`src/rtl/mcfs_pkg.sv`:
```
// ----------------------------------------------------------------------------
// mcfs_pkg
// Shared types and constants for the multi-channel frame sequencer.
// ----------------------------------------------------------------------------
package mcfs_pkg;

  typedef enum logic [1:0] {
    OP_CONFIG  = 2'd0,
    OP_FRAME   = 2'd1,
    OP_TICK    = 2'd2,
    OP_RESTORE = 2'd3
  } op_e;

  // loop modes; any other code behaves as clamp
  localparam logic [1:0] MODE_WRAP     = 2'd1;
  localparam logic [1:0] MODE_PINGPONG = 2'd2;

  localparam int COUNT_W      = 6;
  localparam int CHANNEL_W    = 4;
  localparam int MAX_RESULTS  = 16;
  localparam int RESULT_CNT_W = 5;

  localparam int QUEUE_DEPTH  = 4;
  localparam int QPTR_W       = 2;
  localparam int QCNT_W       = 3;

  typedef struct packed {
    op_e                  op;
    logic [CHANNEL_W-1:0] channel;
    logic [4:0]           frame_index;
    logic [31:0]          handle;
    logic [COUNT_W-1:0]   frame_count;
    logic [15:0]          period_ticks;
    logic [1:0]           loop_mode;
    logic [31:0]          now;
  } item_t;

  typedef struct packed {
    logic [CHANNEL_W-1:0] out_channel;
    logic [31:0]          out_handle;
    logic                 last;
  } result_t;

endpackage

```
`src/rtl/mcfs_front.sv`:
```
// ----------------------------------------------------------------------------
// mcfs_front
// Accepts command beats, drops writes to absent channels or slots, saturates
// the frame count and queues the rest for the back end.
// ----------------------------------------------------------------------------
module mcfs_front #(
  parameter int CHANNELS   = 16,
  parameter int MAX_FRAMES = 32
) (
  input  logic            clk_i,
  input  logic            rst_ni,
  input  logic            start,
  input  mcfs_pkg::item_t item_i,
  output logic            busy,
  output logic            cmd_valid_o,
  input  logic            cmd_ready_i,
  output mcfs_pkg::item_t cmd_o
);

  localparam int CntW   = mcfs_pkg::COUNT_W;
  localparam int QDepth = mcfs_pkg::QUEUE_DEPTH;
  localparam int QPtrW  = mcfs_pkg::QPTR_W;
  localparam int QCntW  = mcfs_pkg::QCNT_W;

  mcfs_pkg::item_t cls;
  logic            keep;
  logic            push;
  logic            pop;

  mcfs_pkg::item_t q_mem [QDepth];
  logic [QPtrW-1:0] wr_ptr_q, rd_ptr_q;
  logic [QCntW-1:0] cnt_q;

  always_comb begin
    cls = item_i;
    if (32'(item_i.frame_count) > 32'(MAX_FRAMES)) begin
      cls.frame_count = CntW'(MAX_FRAMES);
    end
    case (item_i.op)
      mcfs_pkg::OP_CONFIG: begin
        keep = 32'(item_i.channel) < 32'(CHANNELS);
      end
      mcfs_pkg::OP_FRAME: begin
        keep = (32'(item_i.channel) < 32'(CHANNELS)) &&
               (32'(item_i.frame_index) < 32'(MAX_FRAMES));
      end
      default: begin
        keep = 1'b1;
      end
    endcase
  end

  assign busy        = (cnt_q == QCntW'(QDepth));
  assign push        = start && !busy && keep;
  assign cmd_valid_o = (cnt_q != '0);
  assign pop         = cmd_valid_o && cmd_ready_i;
  assign cmd_o       = q_mem[rd_ptr_q];

  always_ff @(posedge clk_i) begin
    if (push) begin
      q_mem[wr_ptr_q] <= cls;
    end
  end

  always_ff @(posedge clk_i or negedge rst_ni) begin
    if (!rst_ni) begin
      wr_ptr_q <= '0;
      rd_ptr_q <= '0;
      cnt_q    <= '0;
    end else begin
      if (push) begin
        wr_ptr_q <= wr_ptr_q + QPtrW'(1);
      end
      if (pop) begin
        rd_ptr_q <= rd_ptr_q + QPtrW'(1);
      end
      case ({push, pop})
        2'b10:   cnt_q <= cnt_q + QCntW'(1);
        2'b01:   cnt_q <= cnt_q - QCntW'(1);
        default: cnt_q <= cnt_q;
      endcase
    end
  end

endmodule

```
`config.mk`:
```
export PLATFORM = sky130hd
export DESIGN_NAME = mcfs_front
export DESIGN_NICKNAME = d
export VERILOG_FILES = /design/src/rtl/mcfs_pkg.sv /design/src/rtl/mcfs_front.sv
export SDC_FILE = /design/constraint.sdc
export NUM_CORES = 1
export LEC_CHECK = 0
export ABC_AREA = 1
export BUFFER_PORTS_ARGS = -buffer_cell sky130_fd_sc_hd__buf_2
export CAP_MARGIN = 20
export CELL_PAD_IN_SITES_DETAIL_PLACEMENT = 0
export CELL_PAD_IN_SITES_GLOBAL_PLACEMENT = 1
export CORE_MARGIN = 8
export CORE_UTILIZATION = 47
export DETAILED_ROUTE_END_ITERATION = 6
export GPL_TIMING_DRIVEN = 0
export HOLD_SLACK_MARGIN = 0.1
export PLACE_DENSITY = 0.82
export SLEW_MARGIN = 40
export SYNTH_ARGS = -nofsm -noshare
export SYNTH_HDL_FRONTEND = slang
export SYNTH_SLANG_ARGS = --single-unit
```
`constraint.sdc`:
```
create_clock -name clk_i -period 6.05 [get_ports clk_i]
set_input_delay 0.3025 -clock clk_i [delete_from_list [all_inputs] [get_ports clk_i]]
set_output_delay 0.3025 -clock clk_i [all_outputs]
set_load 0.03 [all_outputs]
```
==> tab_implementation.tex <==
\begin{tabular}{lr}
\hline
Metric & Value \\
\hline
\multicolumn{2}{l}{\textbf{Routing}} \\
\quad Length of the first detailed-routing pass in iterations & 5 \\
\quad Post-detailed-route count of antenna-violating nets & 0 \\
\quad Routed wirelength normalized by instance count & between 15 and 20 microns \\
\quad Total length of routed wires & between 30000 and 40000 microns \\
\quad Total vias in the final route & 10326 \\
\quad DRC viols & 0 \\
\quad Number of design-rule violations left by the first detailed-router iteration & approximately 590 \\
\quad Via density per instance & roughly 5 \\
\multicolumn{2}{l}{\textbf{Logic synthesis}} \\
\quad Flip-flop and latch count after synthesis & 403 \\
\quad Area contributors post-synth & sky130\_fd\_sc\_hd\_\_edfxtp\_1 (75\%), sky130\_fd\_sc\_hd\_\_nand2\_1 (5.1\%), sky130\_fd\_sc\_hd\_\_nor2\_1 (4.9\%), sky130\_fd\_sc\_hd\_\_o211ai\_1 (4.7\%), sky130\_fd\_sc\_hd\_\_inv\_1 (2.8\%) \\
\quad Number of distinct library cell variants in the gate-level netlist after synthesis & 21 \\
\quad Number of nets produced by synthesis & roughly 1300 \\
\quad Area share of the leading cell type in the synthesized netlist & between 70\% and 80\% \\
\quad Gate Count Post-Synth & 1228 \\
\quad Largest area contributor in the synthesized netlist & sky130\_fd\_sc\_hd\_\_edfxtp\_1 \\
\quad Most instantiated cells after synthesis & sky130\_fd\_sc\_hd\_\_edfxtp\_1 (396), sky130\_fd\_sc\_hd\_\_nand2\_1 (215), sky130\_fd\_sc\_hd\_\_nor2\_1 (206) \\
\quad Most instantiated library cell after synthesis & sky130\_fd\_sc\_hd\_\_edfxtp\_1 \\
\quad Primary FF master, synth & sky130\_fd\_sc\_hd\_\_edfxtp\_1 \\
\quad Mean cell area of the mapped netlist & approximately 13 sq um \\
\quad Number of enable-type register cells in the synthesized netlist & 396 \\
\quad Seq/Total Area, Yosys & $\sim$76\% \\
\quad Async set or reset register ratio after synthesis & under 10\% \\
\quad Netlist area before placement & about 16000 sq um \\
\quad Warning count from the yosys run & 0 \\
\multicolumn{2}{l}{\textbf{STA}} \\
\quad Final Cycle Share & 44.1\% \\
\quad Slew of the pin with the lowest slew margin & between 0.5 and 0.6 ns \\
\quad Final setup violation count & 0 \\
\quad Number of hold violations in the final report & 0 \\
\quad Worst-case clock skew & around 0.018 ns \\
\quad Relative max-transition margin & approximately three fifths \\
\quad Total count of max-transition violations in the final report & 0 \\
\quad Crit path setup slack, layout & $\sim$3.4 ns \\
\quad Achievable frequency & $\sim$0.37 GHz \\
\quad Unrepaired setup endpoints after global routing & false \\
\quad Post-layout min period & 2.67 ns \\
\multicolumn{2}{l}{\textbf{Floorplanning}} \\
\quad Total core area & about 33000 sq um \\
\quad X dimension of the die & between 150 and 200 microns \\
\quad Starting Density & 47.5\% \\
\quad Site row count & 67 \\
\quad Die H & $\sim$200 microns \\
\quad Die Area & between 30000 and 40000 sq um \\
\quad Number of I/O pins & 204 \\
\multicolumn{2}{l}{\textbf{Placement}} \\
\quad RD Place Congestion & 0.754 \\
\quad Post-placement setup slack & around 3.5 ns \\
\quad Port Buffer Count & between 200 and 250 \\
\quad HPWL after detailed placement & roughly 25000 microns \\
\multicolumn{2}{l}{\textbf{Cells and area}} \\
\quad Synthesis-to-finish area growth & 28.3\% \\
\quad Fillers & between 2000 and 3000 \\
\quad Final \#Nets & roughly 1700 \\
\quad Share of layout cells above drive strength 1 & between 20\% and 30\% \\
\multicolumn{2}{l}{\textbf{Clock network}} \\
\quad Post-CTS Setup Inserts & 0 \\
\quad Clock insertion delay at the later pin of the skew report & approximately 0.53 ns \\
\quad H-tree levels & 2 \\
\quad CTS Sinks & approximately 400 \\
\quad CTS-repair resized insts & 0 \\
\quad Clock tree from TritonCTS & yes \\
\quad Clock edge transition at the registers on the reported setup and hold paths & approximately 0.060 ns \\
\quad Cell at the root of the clock tree & sky130\_fd\_sc\_hd\_\_clkbuf\_16 \\
\quad Post-CTS Hold Fix Bufs & between 90 and 100 \\
\quad CTS buffer count & 41 \\
\quad Max clock buf depth & 3 \\
\multicolumn{2}{l}{\textbf{Job}} \\
\quad Max-cap viol count & 0 \\
\multicolumn{2}{l}{\textbf{Power and ir drop}} \\
\quad Power density of the placed cells & around 530 nW/um\^{}2 \\
\quad Leakage power & between 8 and 9 nW \\
\quad Total design power & roughly 0.011 W \\
\quad Worst-case vdd ir drop & about 0.00037 V \\
\multicolumn{2}{l}{\textbf{Global route}} \\
\quad Global-route wire length before repair & about 59000 microns \\
\quad Final global-route overflow total & 0 \\
\quad Largest net degree at the start of global routing & 19 \\
\quad Antenna violations before repair & 3 \\
\quad Number of global-route vias before repair & 10439 \\
\quad Total track usage & slightly below 20\% \\
\multicolumn{2}{l}{\textbf{Min path}} \\
\quad Hold WC Path Type & in -> async \\
\multicolumn{2}{l}{\textbf{Worst setup path}} \\
\quad Crit Path Max Fanout & 10 \\
\quad Buffering stage count on the worst path with inverters included & 5 \\
\quad Kind of critical path & reg -> out \\
\quad Category of the worst setup path launch point & flip-flop \\
\quad Cell-by-cell trace of the critical path & buf\_6, inv\_6, buf\_6, buf\_2, nand2\_1, o211ai\_1, nand2\_1, buf\_2 \\
\quad Top cell family by delay on the critical path & buffers and inverters \\
\quad Signal arrival time at the worst endpoint & $\sim$2.4 ns \\
\quad Worst path depth & 8 \\
\quad Type of destination of the critical path & output port \\
\quad Worst Reg-to-Reg Cells & 8 \\
\quad Slowest cell on the critical path & sky130\_fd\_sc\_hd\_\_dfrtp\_1 \\
\quad Data required time at the worst endpoint & 5.75 ns \\
\quad Slowest stage delay, CP & 0.46 ns \\
\multicolumn{2}{l}{\textbf{Status}} \\
\quad Result of the run & finished, final reports clean \\
\hline
\end{tabular}
==> worst paths after layout <==
check                      slack [ns]                      end                     from
min in group clk_i               0.15   q_mem[0][50]$_DFFE_PP_               item_i[50]
hold / removal                   0.15  wr_ptr_q[0]$_DFFE_PN0P_                   rst_ni
setup / recovery                 3.38                cmd_o[65]  rd_ptr_q[0]$_DFFE_PN0P_
setup reg to reg                 3.58   q_mem[2][53]$_DFFE_PP_     cnt_q[1]$_DFFE_PN0P_
max in group asynchronous        5.73  rd_ptr_q[0]$_DFFE_PN0P_                   rst_ni
hold reg to reg                  0.47     cnt_q[0]$_DFFE_PN0P_     cnt_q[0]$_DFFE_PN0P_
==> through the flow <==
stage | area [sq um] | setup TNS (ns) | hold WS (ns) | instances | util [%]
2_1_floorplan | 15900 | 0 | 0.00691 | 1228 | -
3_3_place_gp | 17500 | -1123.99 | 0.151 | 1879 | 52.3
3_5_place_dp | 18100 | 0 | 0.149 | 1906 | 54.2
4_1_cts | 20400 | 0 | 0.125 | 2078 | 60.9
5_1_grt | 20400 | 0 | 0.138 | 2079 | 61.0
6_report | 20400 | 0 | 0.151 | 2081 | 61.0
==> state kept, by name (all words and copies together) (netlist names) <==
| register | cells |
|---|---|
| cnt_q | 3 |
| q_mem | 396 |
| rd_ptr_q | 2 |
| wr_ptr_q | 2 |
==> per-layer routing <==
layer	wire length [microns]	global-route usage [%]	vias up
met1	15900	24.3	4901
li1	-	-	5023
met2	19000	33.5	338
met3	2830	3.91	60
met4	809	5.40	4
met5	18	0	-
==> power by group <==
part / internal, W / switching, W / total (W)
Combinational: 0.00134 / 0.00322 / 0.00456
Sequential: 0.00366 / 0.000118 / 0.00378
Clock: 0.00143 / 0.000974 / 0.00240
Total: 0.00643 / 0.00431 / 0.0107
==> cell usage in the layout (no fill, tap or decap) <==
cell and instances:
sky130_fd_sc_hd__xnor2_1 1, sky130_fd_sc_hd__ha_1 5, sky130_fd_sc_hd__clkbuf_2 2, sky130_fd_sc_hd__clkinv_1 12
sky130_fd_sc_hd__nand4_1 1, sky130_fd_sc_hd__a21oi_1 3, sky130_fd_sc_hd__nand2_1 215, sky130_fd_sc_hd__nand3b_1 1
sky130_fd_sc_hd__buf_2 237, sky130_fd_sc_hd__nor2_1 202, sky130_fd_sc_hd__dlygate4sd3_1 96, sky130_fd_sc_hd__edfxtp_1 396
sky130_fd_sc_hd__buf_1 3, sky130_fd_sc_hd__diode_2 3, sky130_fd_sc_hd__clkbuf_1 28, sky130_fd_sc_hd__buf_8 9
sky130_fd_sc_hd__buf_4 1, sky130_fd_sc_hd__clkinv_2 1, sky130_fd_sc_hd__buf_6 14, sky130_fd_sc_hd__buf_16 18
sky130_fd_sc_hd__nand3_1 7, sky130_fd_sc_hd__inv_6 2, sky130_fd_sc_hd__fa_1 1, sky130_fd_sc_hd__bufinv_16 3
sky130_fd_sc_hd__dfrtp_1 7, sky130_fd_sc_hd__o211ai_1 99, sky130_fd_sc_hd__nor2_4 4, sky130_fd_sc_hd__clkbuf_16 43
sky130_fd_sc_hd__o21ai_0 80, sky130_fd_sc_hd__o21ai_1 20, sky130_fd_sc_hd__inv_1 119
==> kinds of logic after synthesis <==
family / after synthesis / share of synthesized area [%]
compound gates: 202 / 7.92
xor+xnor: 1 / 0.0551
buf+inv: 186 / 5.37
simple gates: 430 / 10.2
flops: 403 / 75.9
fa+ha+maj: 6 / 0.519
==> worst register-to-register path: stages (launching register included) <==
cell,delay [ns]
sky130_fd_sc_hd__dfrtp_1,0.35
sky130_fd_sc_hd__inv_1,0.08
sky130_fd_sc_hd__nand3_1,0.15
sky130_fd_sc_hd__nand2_1,0.31
sky130_fd_sc_hd__nor2_4,0.56
sky130_fd_sc_hd__buf_16,0.23
sky130_fd_sc_hd__buf_16,0.16
sky130_fd_sc_hd__buf_16,0.16
sky130_fd_sc_hd__buf_8,0.18
==> final cells by class <==
cell class / count / area (sq um) / area share, %
sequential: 403 / 12100 / 59.2
antenna: 3 / 7.51 / 0.0368
multi-input combinational: 639 / 3010 / 14.8
clock inverter: 17 / 149 / 0.730
clock buffer: 59 / 1140 / 5.57
timing repair buffer: 326 / 2610 / 12.8
buffer: 66 / 402 / 1.97
tap: 448 / 561 / 2.75
inverter: 120 / 455 / 2.23
Power figures use the tool's default switching activity.
